### config.mk
export PLATFORM = sky130hd
export DESIGN_NAME = bounded_set_store
export DESIGN_NICKNAME = d
export VERILOG_FILES = /design/src/rtl/bss_pkg.sv /design/src/rtl/bss_ram.sv /design/src/rtl/bss_ctrl.sv /design/src/rtl/bss_datapath.sv /design/src/rtl/bounded_set_store.sv
export SDC_FILE = /design/constraint.sdc
export NUM_CORES = 1
export LEC_CHECK = 0
export BUFFER_PORTS_ARGS = -buffer_cell sky130_fd_sc_hd__buf_2
export CORE_MARGIN = 1.5
export CORE_UTILIZATION = 45
export DETAILED_ROUTE_END_ITERATION = 8
export SLEW_MARGIN = 20
export SYNTH_ARGS = -nofsm -noshare
export SYNTH_HDL_FRONTEND = slang
export SYNTH_SLANG_ARGS = --single-unit
export TNS_END_PERCENT = 30
### constraint.sdc
create_clock -name i_clk -period 4.23 [get_ports i_clk]
set_clock_uncertainty 0.15 [all_clocks]
set_input_delay 0.2115 -clock i_clk [delete_from_list [all_inputs] [get_ports i_clk]]
set_output_delay 0.2115 -clock i_clk [all_outputs]
set_load 0.01 [all_outputs]
### src/rtl/bss_pkg.sv
`timescale 1ns / 1ps
// shared constants, codes and control structs of the bounded set store
package bss_pkg;

    localparam int BSS_DEPTH = 16;
    localparam int BSS_WIDTH = 32;
    localparam int CAP_W     = 5;
    localparam int KIND_W    = 2;
    localparam int POS_W     = 4;
    localparam int CNT_W     = 5;

    localparam logic [CAP_W-1:0] CAP_RESET = 5'd16;

    localparam logic [KIND_W-1:0] KIND_LOOKUP = 2'd0;
    localparam logic [KIND_W-1:0] KIND_ADD    = 2'd1;
    localparam logic [KIND_W-1:0] KIND_REMOVE = 2'd2;

    // controller to datapath
    typedef struct packed {
        logic load;      // take the input word, start a new scan
        logic scan;      // one step of the membership scan
        logic exec;      // apply add, or fetch last entry for a remove
        logic move;      // write last entry into freed slot
        logic out_load;  // load the result register
    } t_dp_cmd;

    // datapath to controller
    typedef struct packed {
        logic scan_done;  // hit or end of list this cycle
        logic need_move;  // remove of a present value
        logic out_free;   // result register can take a word
    } t_dp_sts;

endpackage

### src/rtl/bss_ram.sv
`timescale 1ns / 1ps
// generic single write, single read ram with registered read data
module bss_ram
    import bss_pkg::*;
#(
    parameter int WIDTH = BSS_WIDTH,
    parameter int DEPTH = BSS_DEPTH,
    localparam int AW   = (DEPTH > 1) ? $clog2(DEPTH) : 1
) (
    input  logic             i_clk,
    input  logic             i_we,
    input  logic [AW-1:0]    i_waddr,
    input  logic [WIDTH-1:0] i_wdata,
    input  logic             i_re,
    input  logic [AW-1:0]    i_raddr,
    output logic [WIDTH-1:0] o_rdata
);

    logic [WIDTH-1:0] r_mem [DEPTH];
    logic [WIDTH-1:0] r_rdata;

    always_ff @(posedge i_clk) begin
        if (i_we) begin
            r_mem[i_waddr] <= i_wdata;
        end
        if (i_re) begin
            r_rdata <= r_mem[i_raddr];
        end
    end

    assign o_rdata = r_rdata;

endmodule

### src/rtl/bss_ctrl.sv
`timescale 1ns / 1ps
// sequencer of the bounded set store: accept, scan, apply, move, deliver
module bss_ctrl
    import bss_pkg::*;
(
    input  logic    i_clk,
    input  logic    i_rst_n,
    input  logic    i_in_valid,
    output logic    o_in_ready,
    input  t_dp_sts i_sts,
    output t_dp_cmd o_cmd
);

    typedef enum logic [4:0] {
        S_IDLE = 5'b00001,
        S_SCAN = 5'b00010,
        S_EXEC = 5'b00100,
        S_MOVE = 5'b01000,
        S_DONE = 5'b10000
    } t_state;

    t_state r_state;
    t_state n_state;

    always_comb begin
        n_state = r_state;
        o_cmd   = '0;
        unique case (r_state)
            S_IDLE: begin
                if (i_in_valid) begin
                    o_cmd.load = 1'b1;
                    n_state    = S_SCAN;
                end
            end
            S_SCAN: begin
                o_cmd.scan = 1'b1;
                if (i_sts.scan_done) begin
                    n_state = S_EXEC;
                end
            end
            S_EXEC: begin
                o_cmd.exec = 1'b1;
                n_state    = i_sts.need_move ? S_MOVE : S_DONE;
            end
            S_MOVE: begin
                o_cmd.move = 1'b1;
                n_state    = S_DONE;
            end
            S_DONE: begin
                if (i_sts.out_free) begin
                    o_cmd.out_load = 1'b1;
                    n_state        = S_IDLE;
                end
            end
            default: begin
                n_state = S_IDLE;
            end
        endcase
    end

    always_ff @(posedge i_clk) begin
        if (!i_rst_n) begin
            r_state <= S_IDLE;
        end else begin
            r_state <= n_state;
        end
    end

    assign o_in_ready = (r_state == S_IDLE);

endmodule

### src/rtl/bss_datapath.sv
`timescale 1ns / 1ps
// datapath: member ram, count, limit register, scan pipeline, result register
module bss_datapath
    import bss_pkg::*;
#(
    parameter int DEPTH = BSS_DEPTH
) (
    input  logic                      i_clk,
    input  logic                      i_rst_n,
    input  t_dp_cmd                   i_cmd,
    output t_dp_sts                   o_sts,
    input  logic                      i_cfg_we,
    input  logic [CAP_W-1:0]          i_cfg_data,
    input  logic [KIND_W-1:0]         i_in_kind,
    input  logic signed [BSS_WIDTH-1:0] i_in_value,
    output logic                      o_out_valid,
    input  logic                      i_out_ready,
    output logic                      o_out_found,
    output logic [POS_W-1:0]          o_out_position,
    output logic                      o_out_accepted,
    output logic [CNT_W-1:0]          o_out_member_count
);

    localparam int AW   = (DEPTH > 1) ? $clog2(DEPTH) : 1;
    localparam int CW   = $clog2(DEPTH + 1);
    localparam int CMPW = (CW > CAP_W) ? CW : CAP_W;

    logic [CAP_W-1:0]     r_cap;
    logic [CW-1:0]        r_count;
    logic [CW-1:0]        n_count;
    logic [KIND_W-1:0]    r_kind;
    logic [BSS_WIDTH-1:0] r_value;
    logic [CW-1:0]        r_addr;
    logic                 r_chk_valid;
    logic [AW-1:0]        r_chk_idx;
    logic                 r_found;
    logic [AW-1:0]        r_slot;
    logic                 r_acc;
    logic                 r_ovalid;
    logic                 r_o_found;
    logic [POS_W-1:0]     r_o_pos;
    logic                 r_o_acc;
    logic [CNT_W-1:0]     r_o_cnt;

    logic                 issue;
    logic                 hit;
    logic                 miss;
    logic [CMPW-1:0]      cap_ext;
    logic [CMPW-1:0]      lim;
    logic                 can_add;
    logic                 do_add;
    logic                 do_rm;
    logic [CW-1:0]        last_idx;
    logic                 ram_we;
    logic [AW-1:0]        ram_waddr;
    logic [BSS_WIDTH-1:0] ram_wdata;
    logic                 ram_re;
    logic [AW-1:0]        ram_raddr;
    logic [BSS_WIDTH-1:0] ram_rdata;

    // scan: issue a read per cycle, compare the word read in the cycle before
    assign issue = r_addr < r_count;
    assign hit   = r_chk_valid && (ram_rdata == r_value);
    assign miss  = !hit && !r_chk_valid && !issue;

    // limit above the depth saturates
    assign cap_ext = CMPW'(r_cap);
    assign lim     = (cap_ext > CMPW'(DEPTH)) ? CMPW'(DEPTH) : cap_ext;
    assign can_add = CMPW'(r_count) < lim;

    assign do_add   = i_cmd.exec && (r_kind == KIND_ADD) && !r_found && can_add;
    assign do_rm    = i_cmd.exec && (r_kind == KIND_REMOVE) && r_found;
    assign last_idx = r_count - CW'(1);

    always_comb begin
        ram_we    = 1'b0;
        ram_waddr = r_count[AW-1:0];
        ram_wdata = r_value;
        if (do_add) begin
            ram_we = 1'b1;
        end else if (i_cmd.move) begin
            ram_we    = 1'b1;
            ram_waddr = r_slot;
            ram_wdata = ram_rdata;
        end
    end

    assign ram_re    = (i_cmd.scan && issue) || do_rm;
    assign ram_raddr = i_cmd.scan ? r_addr[AW-1:0] : last_idx[AW-1:0];

    always_comb begin
        n_count = r_count;
        if (do_add) begin
            n_count = r_count + CW'(1);
        end else if (i_cmd.move) begin
            n_count = last_idx;
        end
    end

    bss_ram #(
        .WIDTH (BSS_WIDTH),
        .DEPTH (DEPTH)
    ) u_ram (
        .i_clk   (i_clk),
        .i_we    (ram_we),
        .i_waddr (ram_waddr),
        .i_wdata (ram_wdata),
        .i_re    (ram_re),
        .i_raddr (ram_raddr),
        .o_rdata (ram_rdata)
    );

    // control state
    always_ff @(posedge i_clk) begin
        if (!i_rst_n) begin
            r_cap       <= CAP_RESET;
            r_count     <= '0;
            r_chk_valid <= 1'b0;
            r_ovalid    <= 1'b0;
        end else begin
            if (i_cfg_we) begin
                r_cap <= i_cfg_data;
            end
            r_count <= n_count;
            if (i_cmd.load) begin
                r_chk_valid <= 1'b0;
            end else if (i_cmd.scan) begin
                r_chk_valid <= issue;
            end
            if (i_cmd.out_load) begin
                r_ovalid <= 1'b1;
            end else if (i_out_ready) begin
                r_ovalid <= 1'b0;
            end
        end
    end

    // payload
    always_ff @(posedge i_clk) begin
        if (i_cmd.load) begin
            r_kind  <= i_in_kind;
            r_value <= i_in_value;
            r_addr  <= '0;
            r_acc   <= 1'b0;
        end
        if (i_cmd.scan) begin
            if (issue) begin
                r_addr <= r_addr + CW'(1);
            end
            r_chk_idx <= r_addr[AW-1:0];
            if (hit || miss) begin
                r_found <= hit;
                r_slot  <= hit ? r_chk_idx : '0;
            end
        end
        if (do_add || do_rm) begin
            r_acc <= 1'b1;
        end
        if (i_cmd.out_load) begin
            r_o_found <= r_found;
            r_o_pos   <= POS_W'(r_slot);
            r_o_acc   <= r_acc;
            r_o_cnt   <= CNT_W'(r_count);
        end
    end

    assign o_sts.scan_done = hit || miss;
    assign o_sts.need_move = do_rm;
    assign o_sts.out_free  = !r_ovalid || i_out_ready;

    assign o_out_valid        = r_ovalid;
    assign o_out_found        = r_o_found;
    assign o_out_position     = r_o_pos;
    assign o_out_accepted     = r_o_acc;
    assign o_out_member_count = r_o_cnt;

endmodule

### src/rtl/bounded_set_store.sv
`timescale 1ns / 1ps
// top level of the bounded set store
//
//  channel | handshake                 | word
//  --------+---------------------------+------------------------------------------
//  in      | i_in_valid / o_in_ready   | i_in_kind, i_in_value
//  out     | o_out_valid / i_out_ready | o_out_found, o_out_position,
//          |                           |   o_out_accepted, o_out_member_count
//  cfg     | i_cfg_we                  | i_cfg_data (capacity limit)
//
// the scan reads one ram entry per cycle through the single ram read port and
// compares it in the cycle after, so the time from accept to result grows with
// the slot of a hit, or with the member count on a miss
// one word is in work at a time; o_in_ready is high only between operations
// a finished word waits in the result register, the next word waits behind it
// synchronous active-low reset empties the set, limit 16; the ram is not cleared
module bounded_set_store
    import bss_pkg::*;
#(
    parameter int DEPTH = BSS_DEPTH
) (
    input  logic                        i_clk,
    input  logic                        i_rst_n,
    input  logic                        i_cfg_we,
    input  logic [CAP_W-1:0]            i_cfg_data,
    input  logic                        i_in_valid,
    output logic                        o_in_ready,
    input  logic [KIND_W-1:0]           i_in_kind,
    input  logic signed [BSS_WIDTH-1:0] i_in_value,
    output logic                        o_out_valid,
    input  logic                        i_out_ready,
    output logic                        o_out_found,
    output logic [POS_W-1:0]            o_out_position,
    output logic                        o_out_accepted,
    output logic [CNT_W-1:0]            o_out_member_count
);

    t_dp_cmd cmd;
    t_dp_sts sts;

    // sequencer
    bss_ctrl u_ctrl (
        .i_clk      (i_clk),
        .i_rst_n    (i_rst_n),
        .i_in_valid (i_in_valid),
        .o_in_ready (o_in_ready),
        .i_sts      (sts),
        .o_cmd      (cmd)
    );

    // member storage, scan and result register
    bss_datapath #(
        .DEPTH (DEPTH)
    ) u_dp (
        .i_clk              (i_clk),
        .i_rst_n            (i_rst_n),
        .i_cmd              (cmd),
        .o_sts              (sts),
        .i_cfg_we           (i_cfg_we),
        .i_cfg_data         (i_cfg_data),
        .i_in_kind          (i_in_kind),
        .i_in_value         (i_in_value),
        .o_out_valid        (o_out_valid),
        .i_out_ready        (i_out_ready),
        .o_out_found        (o_out_found),
        .o_out_position     (o_out_position),
        .o_out_accepted     (o_out_accepted),
        .o_out_member_count (o_out_member_count)
    );

endmodule

# == Word-level counts from Yosys, hierarchy flattened ==
# Memories as Yosys holds them, arrays and structs flattened. A register that Yosys moved wholly into a read port is not among the register bits.
# Index checks and enable logic that the tools add are counted.
# Widths: inputs -> output; s select.
# totals
reg_bits,77
latchBits,0
ramBits,512
mem_bits_ro,0
inputBits,44
n_memories,1
# classes
n_addsub,3
mul,0
div_mod_pow,0
magnitude_cmp,3
eq_ne,11
n_shift,0
mux,29
bitwise_logic,1
reduce_logical,23
# mem_list
memory,depth,word_bits,read_ports,rd_ports_with_merged_regs,wr,line_no,text
u_dp.u_ram.r_mem,16,32,1,1,1,bss_ram.sv:19,logic [WIDTH-1:0] r_mem [DEPTH];
# op_table
operator,n
$mux 32,2
$mux 5,10
$eq 32x32->1,1
$pmux 5 s5,1
$mux 1,13
$mux 4,3
$add 5x1->5 const B,2
$lt 5x5->1,2
$logic_and 1x1->1,9
$ne 2x2->1 const B,3
$eq 5x1->1 const B,1
$eq 5x2->1 const B,1
$eq 5x3->1 const B,1
$eq 5x4->1 const B,1
$eq 5x5->1 const B,1
$gt 5x5->1 const B,1
$logic_not 1->1,5
$sub 5x1->5 const B,1
$logic_or 1x1->1,4
$reduce_bool 2->1,2
$reduce_and 3->1,1
$eq 2x1->1 const B,1
$eq 2x2->1 const B,1
$reduce_and 2->1,1
other kinds (2),2

# == Longest topological paths before layout ==
# depth
ltp_word,8
ltp_mapped,11

# == Hierarchy ==
# From an unflattened synthesis, not the netlist that was laid out.
# unflattened
cells_unflattened,1158
hier_area_um2,24285.8
# modules_own_cells
module,instances,cells_each,area_each_um2,seq_area_each_um2
bss_ram,1,838,20174.3,16335.7
bss_datapath,1,280,3757.4,1981.9
bss_ctrl,1,40,354.1,100.1

# == Least setup slack after synthesis ==
# Ideal clock, no wire load.
# synth_timing
kind,register to register
from,register u_dp.r_count[0]
to,memory u_dp.u_ram.r_mem[6][0] (netlist bit) (enable)
setup_ns,0.421
arrival_ns,3.074
required_time_ns,3.659
setup_slack_ns,0.585
stages_incl_launch_ff,7
n_path_buf,0
path_cell_list,dfxtp_1 > or3b_1 > a21o_1 > a211o_1 > a21oi_2 > a32oi_1 > nor2_1
# synth_via
elab_chain_len,5
# synth_lines
item,line_no,text
start: declaration,bss_datapath.sv:29,logic [CW-1:0] r_count;
start signal: assignment,bss_datapath.sv:124,r_count <= n_count;
$lt 5x5->1,bss_datapath.sv:69,assign can_add = CMPW'(r_count) < lim;
$logic_and 1x1->1,bss_datapath.sv:71,assign do_add = i_cmd.exec && (r_kind == KIND_ADD) && !r_found && can_add;
$mux 1,bss_datapath.sv:79,if (do_add) begin
$mux 1,bss_ram.sv:23,if (i_we) begin
$mux 1 (not written as such),bss_ram.sv:24,r_mem[i_waddr] <= i_wdata;
end: declaration,bss_ram.sv:19,
# Several ways; a longest one is shown, not always the timed one.

# == Final worst setup path ==
# layout_timing
from,register u_dp.r_count[1]
to,"register u_dp.u_ram.r_rdata[28] (netlist: u_dp.u_ram.o_rdata[28]), read port of u_dp.u_ram.r_mem (data pin)"
# layout_via
elab_chain_len,3
# layout_lines
item,line_no,text
$lt 5x5->1,bss_datapath.sv:62,assign issue = r_addr < r_count;
$logic_and 1x1->1,bss_datapath.sv:88,assign ram_re = (i_cmd.scan && issue) || do_rm;
$logic_or 1x1->1,bss_datapath.sv:88,
end: declaration,bss_ram.sv:20,logic [WIDTH-1:0] r_rdata;
# Several ways; a longest one is shown, not always the timed one.
# A chain may end at the register's enable or synchronous reset.

==> impl_metrics.csv <==
group,metric,value,unit
outcome,status,"completed",
placement,io_buffers,56,
worst_setup_path,critPathKind,"flop to flop",
clock_tree,cts_resized,0,
timing,hold_viol_final,0,
min_path,hp-class,"input pin to flop",
run,maxCapViolCount,0,
power,leakagePower,9.88,nW
clock_tree,clk_latency,630,ps
logic_synthesis,syn_avg_cell_area,15.1,sq um
timing,timing.final.crit_share,0.871,
logic_synthesis,syn-num-nets,1714,
logic_synthesis,synth_xor_area_frac,0.0132,
worst_setup_path,crit_path_max_fanout,23,
timing,hold_slack,139,ps
detailed_routing,wl_per_cell,26.3,um
layout,layout_common_cells,"598 x edfxtp_1, 243 x nand2_1, 107 x mux2i_1",
logic_synthesis,synth_compound_area_frac,0.101,
power,power_density,430,mW/mm^2
grt,grt_pass1_vias,15000,
detailed_routing,vias,15400,
floorplan,die_h,239,um
detailed_routing,vias_per_cell,5.94,
timing,slew_viol_final,0,
worst_setup_path,worstReg2RegEnd,"u_dp.u_ram.o_rdata[28]",
timing,maxSlewHeadroom,0.220,
floorplan,placementRows,86,
clock_tree,cts_tree,"done",
clock_tree,clockBufferDepth,3,
logic_synthesis,async_flop_share,0,
logic_synthesis,ys_types,72,
layout,final_net_count,1852,
floorplan,coreArea,0.0551,sq mm
layout,drive_gt1_frac,0.140,
grt,grt_overflow_total,0,
power,ir_worst_vdd,395,uV
worst_setup_path,critical_path.endpoint,"u_dp.u_ram.o_rdata[28]",
timing,setup_viol,0,
clock_tree,path_clk_slew,60,ps
worst_setup_path,worstPathArrival,4030,ps
logic_synthesis,netlist_area,0.0251,sq mm
clock_tree,cts_sinks,621,
worst_setup_path,r2r_slack,550,ps
timing,rsz0062_at_grt,"false",
floorplan,die_area,0.0572,sq mm
logic_synthesis,synth_edf_count,598,
placement,hpwl,40.4,mm
floorplan,io_pins,57,
layout,syn_to_final_growth,15.9,%
logic_synthesis,ys_seq_area_frac,0.733,
detailed_routing,route.detailed.drc,0,
detailed_routing,first_pass_iters,6,
logic_synthesis,synthCells,1659,
clock_tree,cts_hold_buf,53,
grt,antenna_found_initial,0,
logic_synthesis,synth_top_family_by_area,"compound AO/OA/AOI/OAI gates",
detailed_routing,postRouteAntennaNets,0,
detailed_routing,drt_wl_total,68.2,mm
logic_synthesis,ys_ff_latch,621,
layout,antenna_cells,0,
logic_synthesis,synth_warnings,0,
layout,final_util,0.529,
floorplan,fp.dieW,239,um
logic_synthesis,synthAdderAreaFrac,0.00548,
logic_synthesis,synth_mux_area_frac,0.0493,
worst_setup_path,r2r_cells,9,
worst_setup_path,r2r-start,"u_dp.r_count[1]",
worst_setup_path,critPathRequiredTime,4570,ps
timing,min_period,3680,ps
layout,final_design_area_no_fill,0.0291,sq mm
layout,final_common_cell,"edfxtp_1",
grt,grt_pass1_wl,98.9,mm
worst_setup_path,end_kind,"flop",
clock_tree,cts-root-buf,"clkbuf_16",
timing,fmax,271,MHz
timing,worst_pin_slew,1170,ps
grt,grt_max_degree,43,
worst_setup_path,start_kind,"flop",
grt,grt.total_usage,0.239,
detailed_routing,drt_iter0_drc,1875,
clock_tree,numCtsBuffers,61,
floorplan,start_util,0.456,
worst_setup_path,critPathLaunch,"u_dp.r_count[1]",
logic_synthesis,synth-simple-area-share,0.0772,
timing,setup_tns,0,ps
clock_tree,cts_max_level,2,
placement,postPlaceCellArea,0.0267,sq mm
placement,place_congestion,0.819,
logic_synthesis,synth_flop_cell,"edfxtp_1",
clock_tree,post_cts_buffers,0,
synthesized netlist by cell type (all sizes together) (3+ instances only):
cell type | count | area (sq um)
a211oi | 46 | 345
and2 | 9 | 56.3
o31ai | 3 | 27.5
a211o | 4 | 35.0
nand3 | 13 | 65.1
o22a | 5 | 43.8
mux2 | 14 | 158
nor3 | 10 | 55.1
xnor2 | 6 | 52.6
or3 | 3 | 18.8
a221oi | 49 | 429
and3 | 54 | 338
a31o | 8 | 70.1
nor4 | 16 | 115
a32oi | 32 | 280
a311oi | 5 | 43.8
nand2 | 246 | 928
o21ai | 59 | 318
a2111oi | 5 | 43.8
o21a | 12 | 90.1
clkbuf | 60 | 225
nor2 | 34 | 148
edfxtp | 598 | 18000
mux2i | 108 | 1080
a22o | 6 | 52.6
dfxtp | 23 | 460
a31oi | 28 | 175
buf | 37 | 234
xor2 | 32 | 280
o22ai | 3 | 18.8
a21oi | 25 | 129
ha | 11 | 138
nand2b | 3 | 18.8
inv | 17 | 63.8
a21boi | 7 | 52.6
a32o | 19 | 190
nand4 | 3 | 18.8
o221ai | 7 | 61.3
nor2b | 14 | 87.6
cells by family after synthesis:
family	count (synthesis)
adder cells (fa/ha/maj)	11
XOR/XNOR	38
flip-flops	621
AO/OA/AOI/OAI	337
multiplexers	122
AND/OR/NAND/NOR	416
buffers and inverters	114
critical path: stages (launching register included):
cell	delay [ps]
dfxtp_1	550
inv_1	180
ha_1	270
xor2_1	670
a211oi_1	190
a21oi_2	150
buf_4	400
a211oi_1	120
nor4_1	670
a31o_1	180
sequential cells by signal, summed over array words and instances, names as in the netlist:
signal,count
u_dp.r_chk_idx,4
u_dp.r_kind,2
u_dp.cap_ext,5
u_dp.u_ram.o_rdata,32
u_dp.r_value,32
u_dp.o_out_valid,1
u_dp.o_out_accepted,1
u_dp.r_found,1
u_dp.o_out_found,1
u_dp.r_chk_valid,1
u_dp.r_acc,1
u_dp.r_count,5
u_dp.r_addr,5
u_dp.o_out_position,4
u_ctrl.r_state,5
u_dp.o_out_member_count,5
u_dp.u_ram.r_mem,512
u_dp.r_slot,4
worst min-delay path by stage:
| stage | from | to | slack (ps) | cells after the start |
|---|---|---|---|---|
| after floorplan | i_in_kind[0] | u_dp.r_kind[0] | 160 | 0 |
| after global placement | i_in_value[28] | u_dp.r_value[28] | 240 | 1 |
| after detailed placement | i_in_value[25] | u_dp.r_value[25] | 240 | 1 |
| after CTS | i_in_value[25] | u_dp.r_value[25] | 110 | 2 |
| after global routing | i_in_value[18] | u_dp.r_value[18] | 140 | 2 |
| final | i_in_value[17] | u_dp.r_value[17] | 140 | 2 |
routing by layer:
layer | part of all wire | GRT usage
met4 | 0.039 | 0.0970
met3 | 0.087 | 0.0423
met1 | 0.41 | 0.329
met2 | 0.46 | 0.379
met5 | 0 | 0
where the power goes:
| part | switching, mW | internal (mW) |
|---|---|---|
| registers | 0.0339 | 6.80 |
| clock network | 2.26 | 3.01 |
| logic | 0.288 | 0.143 |
layout make-up:
| type | instances | area, sq um |
|---|---|---|
| multi-input cells | 924 | 6370 |
| inverters | 17 | 63.8 |
| flip-flops and latches | 621 | 18400 |
| clock buffers | 82 | 1680 |
| clock inverters | 31 | 254 |
| fillers | 4570 | 26000 |
| repair buffers | 172 | 1400 |
| well taps | 748 | 936 |
through the flow:
step	instances	worst slack, ps	power, mW
detailed placement	2428	633	7.35
CTS	2594	601	12.6
floorplan	1659	585	7.16
global route	2595	426	12.9
global placement	2428	735	7.34
finish	2595	546	12.5
Note: power is estimated with default switching activity, not from simulation.
